$ cat config.mk
export PLATFORM = sky130hd
export DESIGN_NAME = websocket_frame_deframer
export DESIGN_NICKNAME = d
export VERILOG_FILES = /design/src/rtl/wsd_pkg.sv /design/src/rtl/wsd_front.sv /design/src/rtl/wsd_queue.sv /design/src/rtl/wsd_back.sv /design/src/rtl/websocket_frame_deframer.sv
export SDC_FILE = /design/constraint.sdc
export NUM_CORES = 1
export LEC_CHECK = 0
export BUFFER_PORTS_ARGS = -buffer_cell sky130_fd_sc_hd__buf_2
export CAP_MARGIN = 15
export CORE_MARGIN = 2
export CORE_UTILIZATION = 37
export CTS_CLUSTER_SIZE = 14
export DETAILED_ROUTE_END_ITERATION = 10
export SETUP_SLACK_MARGIN = 0.4
export SLEW_MARGIN = 20
export SYNTH_ARGS = -nofsm -noshare
export SYNTH_HDL_FRONTEND = slang
export SYNTH_SLANG_ARGS = --single-unit
export TNS_END_PERCENT = 20
$ cat constraint.sdc
create_clock -name clk -period 11.8 [get_ports clk]
set_clock_uncertainty 0.15 [all_clocks]
set_input_delay 2.36 -clock clk [delete_from_list [all_inputs] [get_ports clk]]
set_output_delay 2.36 -clock clk [all_outputs]
set_load 0.1 [all_outputs]
$ cat src/rtl/wsd_pkg.sv
package wsd_pkg;

  localparam int LENGTH_BITS_DEF = 64;
  localparam int QUEUE_DEPTH     = 4;

  localparam logic [3:0] OP_MASK   = 4'hF;
  localparam logic [3:0] OP_BINARY = 4'h2;
  localparam logic [3:0] OP_CLOSE  = 4'h8;

  localparam logic [6:0] LEN_EXT16 = 7'd126;
  localparam logic [6:0] LEN_EXT64 = 7'd127;

  // extension / key byte counts, stored minus one
  localparam logic [2:0] EXT16_CNT = 3'd1;
  localparam logic [2:0] EXT64_CNT = 3'd7;
  localparam logic [2:0] KEY_CNT   = 3'd3;

  typedef enum logic [4:0] {
    PH_HDR0 = 5'b00001,
    PH_HDR1 = 5'b00010,
    PH_EXT  = 5'b00100,
    PH_KEY  = 5'b01000,
    PH_DATA = 5'b10000
  } phase_t;

  // one classified request handed from parser to output stage
  typedef struct packed {
    logic [7:0] data;
    logic [7:0] mask;
    logic       has_data;
    logic [3:0] opcode;
    logic       last;
  } entry_t;

  typedef struct packed {
    logic full;
    logic empty;
  } q_status_t;

endpackage

$ cat src/rtl/wsd_front.sv
module wsd_front #(
  parameter int LENGTH_BITS = wsd_pkg::LENGTH_BITS_DEF
) (
  input  logic            clk,
  input  logic            rst_n,
  input  logic            acc,
  input  logic [7:0]      rx_byte,
  output logic            push,
  output wsd_pkg::entry_t push_entry
);

  wsd_pkg::phase_t          phase_r, phase_nxt;
  logic [3:0]               op_r, op_nxt;
  logic                     mask_r, mask_nxt;
  logic [LENGTH_BITS-1:0]   rem_r, rem_nxt;
  logic [2:0]               cnt_r, cnt_nxt;
  logic [31:0]              key_r, key_nxt;
  logic [1:0]               idx_r, idx_nxt;

  logic                     len_done;
  logic                     hdr_done;
  logic [4:0]               key_sh;
  logic [31:0]              key_shifted;

  // key byte 0 sits in the top byte
  assign key_sh      = {~idx_r, 3'b000};
  assign key_shifted = key_r >> key_sh;

  always_comb begin
    phase_nxt  = phase_r;
    op_nxt     = op_r;
    mask_nxt   = mask_r;
    rem_nxt    = rem_r;
    cnt_nxt    = cnt_r;
    key_nxt    = key_r;
    idx_nxt    = idx_r;
    len_done   = 1'b0;
    hdr_done   = 1'b0;
    push       = 1'b0;
    push_entry = '0;
    if (acc) begin
      case (phase_r)
        wsd_pkg::PH_HDR0: begin
          op_nxt    = rx_byte[3:0] & wsd_pkg::OP_MASK;
          phase_nxt = wsd_pkg::PH_HDR1;
        end
        wsd_pkg::PH_HDR1: begin
          mask_nxt = rx_byte[7];
          rem_nxt  = '0;
          if (rx_byte[6:0] == wsd_pkg::LEN_EXT16) begin
            cnt_nxt   = wsd_pkg::EXT16_CNT;
            phase_nxt = wsd_pkg::PH_EXT;
          end else if (rx_byte[6:0] == wsd_pkg::LEN_EXT64) begin
            cnt_nxt   = wsd_pkg::EXT64_CNT;
            phase_nxt = wsd_pkg::PH_EXT;
          end else begin
            rem_nxt  = LENGTH_BITS'(rx_byte[6:0]);
            len_done = 1'b1;
          end
        end
        wsd_pkg::PH_EXT: begin
          // big-endian; bits above LENGTH_BITS fall off
          rem_nxt = {rem_r[LENGTH_BITS-9:0], rx_byte};
          if (cnt_r == 3'd0) begin
            len_done = 1'b1;
          end else begin
            cnt_nxt = cnt_r - 3'd1;
          end
        end
        wsd_pkg::PH_KEY: begin
          key_nxt = {key_r[23:0], rx_byte};
          if (cnt_r == 3'd0) begin
            hdr_done = 1'b1;
          end else begin
            cnt_nxt = cnt_r - 3'd1;
          end
        end
        wsd_pkg::PH_DATA: begin
          idx_nxt             = idx_r + 2'd1;
          rem_nxt             = rem_r - LENGTH_BITS'(1);
          push                = 1'b1;
          push_entry.data     = rx_byte;
          push_entry.mask     = mask_r ? key_shifted[7:0] : 8'h00;
          push_entry.has_data = 1'b1;
          push_entry.opcode   = op_r;
          push_entry.last     = (rem_r == LENGTH_BITS'(1));
          if (rem_r == LENGTH_BITS'(1)) begin
            phase_nxt = wsd_pkg::PH_HDR0;
          end
        end
        default: begin
          phase_nxt = wsd_pkg::PH_HDR0;
        end
      endcase

      if (len_done) begin
        if (mask_nxt) begin
          cnt_nxt   = wsd_pkg::KEY_CNT;
          key_nxt   = '0;
          phase_nxt = wsd_pkg::PH_KEY;
        end else begin
          hdr_done = 1'b1;
        end
      end

      if (hdr_done) begin
        idx_nxt = 2'd0;
        if (rem_nxt == '0) begin
          // empty frame: lone end marker
          push              = 1'b1;
          push_entry.opcode = op_r;
          push_entry.last   = 1'b1;
          phase_nxt         = wsd_pkg::PH_HDR0;
        end else begin
          phase_nxt = wsd_pkg::PH_DATA;
        end
      end
    end
  end

  always_ff @(posedge clk) begin
    if (!rst_n) begin
      phase_r <= wsd_pkg::PH_HDR0;
      op_r    <= '0;
      mask_r  <= 1'b0;
      rem_r   <= '0;
      cnt_r   <= '0;
      key_r   <= '0;
      idx_r   <= '0;
    end else begin
      phase_r <= phase_nxt;
      op_r    <= op_nxt;
      mask_r  <= mask_nxt;
      rem_r   <= rem_nxt;
      cnt_r   <= cnt_nxt;
      key_r   <= key_nxt;
      idx_r   <= idx_nxt;
    end
  end

  a_marker_is_last: assert property (@(posedge clk) disable iff (!rst_n)
    (push && !push_entry.has_data) |-> (push_entry.last && push_entry.data == 8'h00))
    else $error("empty-frame marker without last or with data");

  a_data_phase_nonzero: assert property (@(posedge clk) disable iff (!rst_n)
    (phase_r == wsd_pkg::PH_DATA) |-> (rem_r != '0))
    else $error("payload phase with zero bytes left");

  a_push_only_on_accept: assert property (@(posedge clk) disable iff (!rst_n)
    push |-> acc)
    else $error("request pushed without an accepted byte");

endmodule

$ cat src/rtl/wsd_queue.sv
module wsd_queue (
  input  logic               clk,
  input  logic               rst_n,
  input  logic               push,
  input  wsd_pkg::entry_t    push_entry,
  input  logic               pop,
  output wsd_pkg::entry_t    head,
  output wsd_pkg::q_status_t status
);

  localparam int DEPTH = wsd_pkg::QUEUE_DEPTH;
  localparam int PW    = $clog2(DEPTH);

  wsd_pkg::entry_t mem_r [DEPTH];
  logic [PW-1:0]   wr_ptr_r, wr_ptr_nxt;
  logic [PW-1:0]   rd_ptr_r, rd_ptr_nxt;
  logic [PW:0]     count_r, count_nxt;

  assign status.full  = (count_r == (PW+1)'(DEPTH));
  assign status.empty = (count_r == '0);
  assign head         = mem_r[rd_ptr_r];

  always_comb begin
    wr_ptr_nxt = push ? wr_ptr_r + PW'(1) : wr_ptr_r;
    rd_ptr_nxt = pop  ? rd_ptr_r + PW'(1) : rd_ptr_r;
    count_nxt  = count_r + (PW+1)'(push) - (PW+1)'(pop);
  end

  always_ff @(posedge clk) begin
    if (push) begin
      mem_r[wr_ptr_r] <= push_entry;
    end
  end

  always_ff @(posedge clk) begin
    if (!rst_n) begin
      wr_ptr_r <= '0;
      rd_ptr_r <= '0;
      count_r  <= '0;
    end else begin
      wr_ptr_r <= wr_ptr_nxt;
      rd_ptr_r <= rd_ptr_nxt;
      count_r  <= count_nxt;
    end
  end

  a_no_overflow: assert property (@(posedge clk) disable iff (!rst_n)
    push |-> !status.full)
    else $error("push into full queue");

  a_no_underflow: assert property (@(posedge clk) disable iff (!rst_n)
    pop |-> !status.empty)
    else $error("pop from empty queue");

  a_count_range: assert property (@(posedge clk) disable iff (!rst_n)
    count_r <= (PW+1)'(DEPTH))
    else $error("queue count out of range");

endmodule

$ cat src/rtl/wsd_back.sv
module wsd_back (
  input  logic               clk,
  input  logic               rst_n,
  input  wsd_pkg::entry_t    head,
  input  wsd_pkg::q_status_t status,
  output logic               pop,
  input  logic               out_ready,
  output logic               out_valid,
  output logic [7:0]         out_data_byte,
  output logic               out_has_data,
  output logic [3:0]         out_frame_opcode,
  output logic               out_is_binary,
  output logic               out_is_close,
  output logic               out_frame_last
);

  logic       valid_r, valid_nxt;
  logic [7:0] data_r;
  logic       has_r;
  logic [3:0] op_r;
  logic       bin_r;
  logic       close_r;
  logic       last_r;

  // refill the output register when empty or being drained
  assign pop       = !status.empty && (!valid_r || out_ready);
  assign valid_nxt = pop || (valid_r && !out_ready);

  always_ff @(posedge clk) begin
    if (!rst_n) begin
      valid_r <= 1'b0;
    end else begin
      valid_r <= valid_nxt;
    end
  end

  always_ff @(posedge clk) begin
    if (pop) begin
      data_r  <= head.data ^ head.mask;
      has_r   <= head.has_data;
      op_r    <= head.opcode;
      bin_r   <= (head.opcode == wsd_pkg::OP_BINARY);
      close_r <= (head.opcode == wsd_pkg::OP_CLOSE);
      last_r  <= head.last;
    end
  end

  assign out_valid        = valid_r;
  assign out_data_byte    = data_r;
  assign out_has_data     = has_r;
  assign out_frame_opcode = op_r;
  assign out_is_binary    = bin_r;
  assign out_is_close     = close_r;
  assign out_frame_last   = last_r;

  a_marker_empty: assert property (@(posedge clk) disable iff (!rst_n)
    (valid_r && !has_r) |-> (last_r && data_r == 8'h00))
    else $error("marker result with data or without last");

  a_flags_match_opcode: assert property (@(posedge clk) disable iff (!rst_n)
    valid_r |-> (bin_r == (op_r == wsd_pkg::OP_BINARY)
                 && close_r == (op_r == wsd_pkg::OP_CLOSE)))
    else $error("frame flags disagree with opcode");

  a_hold_until_taken: assert property (@(posedge clk) disable iff (!rst_n)
    (valid_r && !out_ready) |=> (valid_r && $stable(data_r)))
    else $error("pending result dropped or changed");

endmodule

$ cat src/rtl/websocket_frame_deframer.sv
// Channel   Dir  Handshake              Payload
// in_       in   in_valid / in_ready    in_rx_byte[7:0]
// out_      out  out_valid / out_ready  out_data_byte, out_has_data, out_frame_opcode,
//                                       out_is_binary, out_is_close, out_frame_last
//
// One byte per cycle sustained while the request queue has room; the parser is
// combinational, so a payload result sits in the queue right after its byte is taken
// and out_valid rises once the output register is free to take it (queue write, then output register).
// Header, extension length and mask key bytes leave no result; an empty frame
// leaves a single end marker once its header is complete.
// Synchronous active-low reset puts the parser at the first header byte and
// empties the queue and output register.
// in_ready drops only while the request queue is full; out_ready low backs the
// queue up behind the output register.
module websocket_frame_deframer #(
  parameter int LENGTH_BITS = wsd_pkg::LENGTH_BITS_DEF
) (
  input  logic       clk,
  input  logic       rst_n,
  input  logic       in_valid,
  output logic       in_ready,
  input  logic [7:0] in_rx_byte,
  output logic       out_valid,
  input  logic       out_ready,
  output logic [7:0] out_data_byte,
  output logic       out_has_data,
  output logic [3:0] out_frame_opcode,
  output logic       out_is_binary,
  output logic       out_is_close,
  output logic       out_frame_last
);

  logic               in_acc;
  logic               q_push;
  wsd_pkg::entry_t    q_push_entry;
  logic               q_pop;
  wsd_pkg::entry_t    q_head;
  wsd_pkg::q_status_t q_status;

  // the parser may need a slot for any byte, so stall on a full queue
  assign in_ready = !q_status.full;
  assign in_acc   = in_valid && in_ready;

  // front: header parse, length count, mask byte select
  wsd_front #(
    .LENGTH_BITS (LENGTH_BITS)
  ) u_front (
    .clk        (clk),
    .rst_n      (rst_n),
    .acc        (in_acc),
    .rx_byte    (in_rx_byte),
    .push       (q_push),
    .push_entry (q_push_entry)
  );

  // short request queue decoupling parser from result side
  wsd_queue u_queue (
    .clk        (clk),
    .rst_n      (rst_n),
    .push       (q_push),
    .push_entry (q_push_entry),
    .pop        (q_pop),
    .head       (q_head),
    .status     (q_status)
  );

  // back: unmask, flag decode, output register
  wsd_back u_back (
    .clk              (clk),
    .rst_n            (rst_n),
    .head             (q_head),
    .status           (q_status),
    .pop              (q_pop),
    .out_ready        (out_ready),
    .out_valid        (out_valid),
    .out_data_byte    (out_data_byte),
    .out_has_data     (out_has_data),
    .out_frame_opcode (out_frame_opcode),
    .out_is_binary    (out_is_binary),
    .out_is_close     (out_is_close),
    .out_frame_last   (out_frame_last)
  );

endmodule
---- Word-level counts from Yosys, hierarchy flattened ----
Memory sizes are Yosys's and may differ from the RTL's. A register that Yosys moved wholly into a read port is not among the register bits.
Cells that the tools add are included.
Widths: inputs -> output; s select.
word-level totals
  word-level logic and storage cells ...... 102
  memories kept ........................... 1
  RAM bits ................................ 88
  output and inout port bits .............. 18
  register bits after elaboration ......... 135
memories
  name           words  width  read ports  clocked after Yosys merged registers in  write ports  line             RTL
  u_queue.mem_r  4      22     1           1                                        1            wsd_queue.sv:14  wsd_pkg::entry_t mem_r [DEPTH];
cells by class
  mux-type cells .......................... 47
  reductions and logical operators ........ 16
  eq/ne operators ......................... 11
  add/sub/neg operators ................... 7
  bitwise logic cells ..................... 2
  shifts and indexed selects .............. 1
operators with widths
  operator               number
  $pmux 64 s3            1
  $mux 64                2
  $mux 32                3
  $eq 64x1->1 const B    1
  $logic_not 64->1       1
  $sub 64x1->64 const B  1
  $mux 5                 9
  $mux 22                2
  $shr 32x5->8           1
  $pmux 5 s4             1
  $mux 1                 16
  $mux 3                 5
  $eq 7x7->1 const B     2
  $mux 2                 4
  $mux 8                 1
  $xor 8x8->8            1
  $mux 7                 1
  $add 2x1->2 const B    3
  $logic_not 3->1        2
  $pmux 3 s2             1
  $eq 5x1->1 const B     1
  $eq 5x2->1 const B     1
  $eq 5x3->1 const B     1
  $eq 5x4->1 const B     1
  15 further kinds       22

---- Longest topological paths before layout ----
  depth in word-level cells ............... 11
  gate-level depth with buffers ........... 20
  mapped depth without buffers ............ 17

---- Cells and area by module ----
Synthesis repeated with hierarchy kept, for this count alone.
unflattened totals
  cells, all modules ...................... 1235
  area total of the unflattened synthesis .. 11848.9 µm²
modules (own cells, without submodules)
  module                    sequential area each (µm²)  cells each  area an instance (µm²)  instances
  wsd_front                 2222.1                      1047        7603.5                  1
  wsd_queue                 2822.7                      156         3614.7                  1
  wsd_back                  500.5                       30          620.6                   1
  websocket_frame_deframer  0.0                         2           10.0                    1

---- Worst setup path before layout ----
OpenSTA, ideal clock, no wires.
  path kind ............................... input to register
  start point ............................. input port in_rx_byte[5]
  end point ............................... memory u_queue.mem_r[0][0] in the netlist's numbering, enable pin
  setup slack ............................. 5.608 ns
  data required time ...................... 11.269 ns
  stages .................................. 12
  arrival ................................. 5.662 ns
  cells stage by stage .................... and4_1 > nand3_1 > a21o_1 > a221oi_1 > nand2_1 > a2111oi_0 > nand4_1 > or4_1 > or4_4 > a21oi_2 > buf_6 > and2_1
between the ends
  longest elaborated chain between the ends .. 11
  elaborated cells between the ends (all ways) .. 18
RTL lines
  element                                     line                               RTL
  from (decl)                                 websocket_frame_deframer.sv:22     input logic [7:0] in_rx_byte,
  $eq 7x7->1                                  wsd_front.sv:53                    end else if (rx_byte[6:0] == wsd_pkg::LEN_EXT64) begin
  $mux 7 or $mux 1 (tied branches)            wsd_front.sv:53
  $mux 64 or $mux 1 (tied branches)           wsd_front.sv:50                    if (rx_byte[6:0] == wsd_pkg::LEN_EXT16) begin
  $pmux 64 s3 or $pmux 1 s2 (tied branches)   wsd_front.sv:42                    case (phase_r)
  $mux 64 or $mux 1 (tied branches)           wsd_front.sv:41                    if (acc) begin
  $logic_not 64->1 or $mux 1 (tied branches)  wsd_front.sv:108, wsd_front.sv:96
  $mux 1 (on tied branches)                   wsd_front.sv:108, wsd_front.sv:41
  $mux 1 *                                    wsd_front.sv:106                   if (hdr_done) begin
  $mux 1 *                                    wsd_front.sv:41
  named net q_push                            websocket_frame_deframer.sv:34     logic q_push;
  $mux 1 *                                    wsd_queue.sv:30                    if (push) begin
  $mux 1 (not written as such) *              wsd_queue.sv:31                    mem_r[wr_ptr_r] <= push_entry;
  to (decl)                                   wsd_queue.sv:14
The timed path passes the listed nets; every way through them passes the cells marked *. The select of a mux whose other input is x is not followed.

---- Final worst setup path ----
  start point ............................. input port in_rx_byte[3]
  end point ............................... memory u_queue.mem_r[0][4] in the netlist's numbering, enable pin
between the ends
  longest elaborated chain between the ends .. 11
  elaborated cells between the ends (all ways) .. 18
RTL lines
  element                                     line
  $eq 7x7->1                                  wsd_front.sv:53
  $mux 7 or $mux 1 (tied branches)            wsd_front.sv:53
  $mux 64 or $mux 1 (tied branches)           wsd_front.sv:50
  $pmux 64 s3 or $pmux 1 s2 (tied branches)   wsd_front.sv:42
  $mux 64 or $mux 1 (tied branches)           wsd_front.sv:41
  $logic_not 64->1 or $mux 1 (tied branches)  wsd_front.sv:108, wsd_front.sv:96
  $mux 1 (on tied branches)                   wsd_front.sv:108, wsd_front.sv:41
  $mux 1 *                                    wsd_front.sv:106
  $mux 1 *                                    wsd_front.sv:41
  $mux 1 *                                    wsd_queue.sv:30
  $mux 1 (not written as such) *              wsd_queue.sv:31
Every way passes the cells marked *; elsewhere a longest branch is shown, timed or not. The select of a mux whose other input is x is not followed.

==> summary.txt <==
RSZ-0062 raised after global routing: no
Switching Share: 0.3887
Peak VDD IR: 111.2 uV
register area share after synthesis: 0.4709
Area Overhead vs Synth: 9.817%
Boundary Pins: 30
worst hold start: u_front.key_r[28]
drt pass-1 iters: 6
Avg WL per Cell: 20.17 um
post_cts resized: 0
CTS buffer count: 26
final period utilization: 0.5651
htree depth: 1
Reg2Reg Launch Point: u_front.phase_r[1]
Crit Path Class: in -> reg
Worst-path clk slew: 0.06 ns
Crit Path Max Fanout: 22
latest clock arrival within the worst-skew pair: 0.54 ns
capturing point of the worst reg2reg path: u_queue.mem_r[0][4]
endpoints failing hold: 0
crit-path cells: buf_2 -> and4_1 -> nand3_1 -> a21o_1 -> a221oi_1 -> nand2_1 -> a2111oi_0 -> nand4_1 -> or4_1 -> or4_4 -> a21oi_2 -> and2_1
HP Class: reg -> reg
first-pass GRT wire length: 52.30 mm
startpoint types: input pin
vias: 9731
Synth area leader: edfxtp_1
layout cells sized above 1: 0.1139
synth unique cells: 80
clk root buf: clkbuf_16
post-synthesis register bit count: 225
n_diodes: 0
Post-Syn Area per Cell: 9.384 um^2
Die ar.: 33270 um^2
num rows: 65
remaining antenna violation count: 0
Min Hold Slack: 0.3046 ns
post-synthesis net count: 1278
CTS tree: yes
Slew Viols, Final: 0
Final nets: 1234
Int Power: 1.585 mW
CP Capture Type: flop
synthesized instance count: 1255
Clock Sinks: 225
Initial Util: 0.3742
worst path bufs/invs: 1
status: completed
Pleak: 4.203 nW
DR iter-0 viols: 1002
Post-synth EDFFs: 104
Post-CTS Setup Inserts: 0
pwr dens: 200.5 nW/um^2
Port Buffers: 29
remaining global-route overflow: 0
minimum clock period: 6.669 ns
Main synth FF type: dfxtp_1
Largest stage delay, worst path: 0.90 ns
Reg2Reg Setup Slack: 5.33 ns
DR DRC count: 0
total wire length: 32.89 mm
Setup TNS: 0 ns
Reg area: 5547 um^2
crit path DAT: 6.67 ns
Clock power frac: 0.308
post-DR vias/cell: 5.966
hold depth: 2
Switch Pwr: 1.008 mW
top cell type's share of synthesized area: 0.2652
die extent in y: 182.4 um
hpwl dp: 21.93 mm
Die X: 182.4 um
# Max-Cap Violations: 0
Async S/R FF share, synth: 0
GPL Wtd Cong: 0.9377
Netlist Area Pre-Place: 11780 um^2
Slew @ Worst Pin: 1.065 ns
Core Area: 31470 um^2
multi-input logic area: 5771 um^2
Fillers: 3022
CTS Hold Buffers Added: 0
largest net degree at the start of global routing: 77
Worst slew margin: 0.2899
Total Routing Usage GR: 0.1956
clk buf depth: 3
Flop pwr share: 0.387
vias in the first global route: 9137
Logic pwr share: 0.305
Endpoint, Worst Hold: u_front.key_r[28]
CP top delay family: simple AND/OR/NAND/NOR gates
initial antenna violation count: 0
Slowest-stage cell, CP: and2_1
top post-synthesis cells by area: edfxtp_1 (27%), dfxtp_1 (21%), nand2_1 (5.1%)
Crit path required time: 11.80 ns
# setup viols final: 0
synthesis warning total: 0
Fmax achieved: 0.1500 GHz
worst r2r path cells: 10
area by class of cell:
type                    instances  area share
flip-flops and latches        225      0.4289
clock buffers                  27     0.05060
clock inverters                19     0.01461
repair buffers                 38     0.01645
well taps                     402     0.03889
multi-input cells             905      0.4462
inverters                      15    0.004354
power groups by stage:
| stage | Sequential (mW) | Clock (mW) | Combinational, mW |
|---|---|---|---|
| after floorplan | 1.15 | 0 | 0.462 |
| after global placement | 1.02 | 0 | 0.771 |
| after detailed placement | 1.02 | 0 | 0.778 |
| after CTS | 1.00 | 0.814 | 0.780 |
| after global routing | 1.02 | 0.845 | 0.847 |
| final | 1.00 | 0.799 | 0.790 |
cell families (layout without fill, tap and decap cells):
| group | Yosys count | count (layout) | share of synthesized area |
|---|---|---|---|
| muxes | 37 | 37 | 0.05504 |
| AOI/OAI and AO/OA | 283 | 283 | 0.1552 |
| and+or+nand+nor | 516 | 516 | 0.2209 |
| DFF | 225 | 225 | 0.4709 |
| xor gates and xnor gates | 58 | 58 | 0.04314 |
| adders and majority gates | 11 | 11 | 0.01232 |
| buffers and inverters | 125 | 99 | 0.04250 |
routing by layer:
layer	global-route usage	wire [um]	vias to the layer above
li1	-	-	4569
met1	0.2772	14750	4721
met2	0.3156	15130	369
met3	0.02395	2178	72
met4	0.05516	836	0
met5	0	0	-
worst max-delay path by stage:
stage / from / endpoint / slack, ns / depth (start not counted)
2_1_floorplan: in_rx_byte[5] / u_queue.mem_r[0][0] / 5.61 / 12
3_3_place_gp: in_rx_byte[3] / u_queue.mem_r[1][12] / 4.65 / 12
3_5_place_dp: in_rx_byte[3] / u_queue.mem_r[3][20] / 4.50 / 12
4_1_cts: in_rx_byte[3] / u_queue.mem_r[0][3] / 5.06 / 12
5_1_grt: in_rx_byte[3] / u_queue.mem_r[2][1] / 4.73 / 12
6_report: in_rx_byte[3] / u_queue.mem_r[0][4] / 5.13 / 12
tightest hold or removal path, cell delays in order, from the launching register on:
cell	delay, ns
dfxtp_1	0.31
nand2_1	0.05
a21oi_1	0.05
sequential cells by signal, summed over array words and instances (netlist names), named ones only:
signal / flops
u_back.out_data_byte: 8
u_back.out_frame_last: 1
u_back.out_frame_opcode: 4
u_back.out_has_data: 1
u_back.out_is_binary: 1
u_back.out_is_close: 1
u_back.out_valid: 1
u_front.cnt_r: 3
u_front.idx_r: 2
u_front.key_r: 32
u_front.mask_r: 1
u_front.op_r: 4
u_front.phase_r: 5
u_front.rem_r: 64
u_queue.count_r: 3
u_queue.mem_r: 88
u_queue.rd_ptr_r: 2
u_queue.wr_ptr_r: 2
metrics by stage:
stage          std cells  power [mW]  worst slack (ns)    util  cell area (um^2)
2_1_floorplan       1255       1.614             5.608       -             11780
3_3_place_gp        1585       1.789             4.652  0.3835             12070
3_5_place_dp        1585       1.796             4.500  0.3835             12070
4_1_cts             1631       2.596             5.063  0.4103             12910
5_1_grt             1631       2.708             4.725  0.4109             12930
6_report            1631       2.594             5.131  0.4109             12930
synthesized netlist by cell type (5+ instances only):
library cell / instances
a21oi_1: 85
buf_2: 9
nand2_1: 159
nand3_1: 32
nor3_1: 36
o21ai_0: 64
clkbuf_1: 89
or2_2: 5
xnor2_1: 18
and3_1: 22
a21boi_0: 6
mux4_2: 22
a221oi_1: 9
a22oi_1: 16
mux2i_1: 13
nor2_1: 118
o31ai_1: 6
dfxtp_1: 121
edfxtp_1: 104
inv_1: 15
nand3b_1: 6
nand2b_1: 6
and2_1: 15
nor4_1: 45
a21o_1: 8
or4_1: 10
a222oi_1: 6
buf_1: 8
a211oi_1: 31
o211ai_1: 5
ha_1: 10
nor4_2: 6
nand4_1: 26
xor2_1: 40
layout by cell type (no fill, tap or decap), types with 11 or more instances in the layout:
| master | instances |
|---|---|
| and2_1 | 11 |
| nand4_1 | 26 |
| a22oi_1 | 16 |
| nor3_1 | 36 |
| inv_1 | 14 |
| a211oi_1 | 31 |
| clkbuf_16 | 26 |
| xor2_1 | 40 |
| buf_2 | 29 |
| and3_1 | 21 |
| mux2i_1 | 13 |
| nand2_1 | 156 |
| xnor2_1 | 18 |
| nand3_1 | 32 |
| nor2_1 | 117 |
| mux4_2 | 22 |
| nor4_1 | 44 |
| dfxtp_1 | 120 |
| a21oi_1 | 84 |
| o21ai_0 | 64 |
| edfxtp_1 | 104 |
Power figures use the tool's default switching activity.
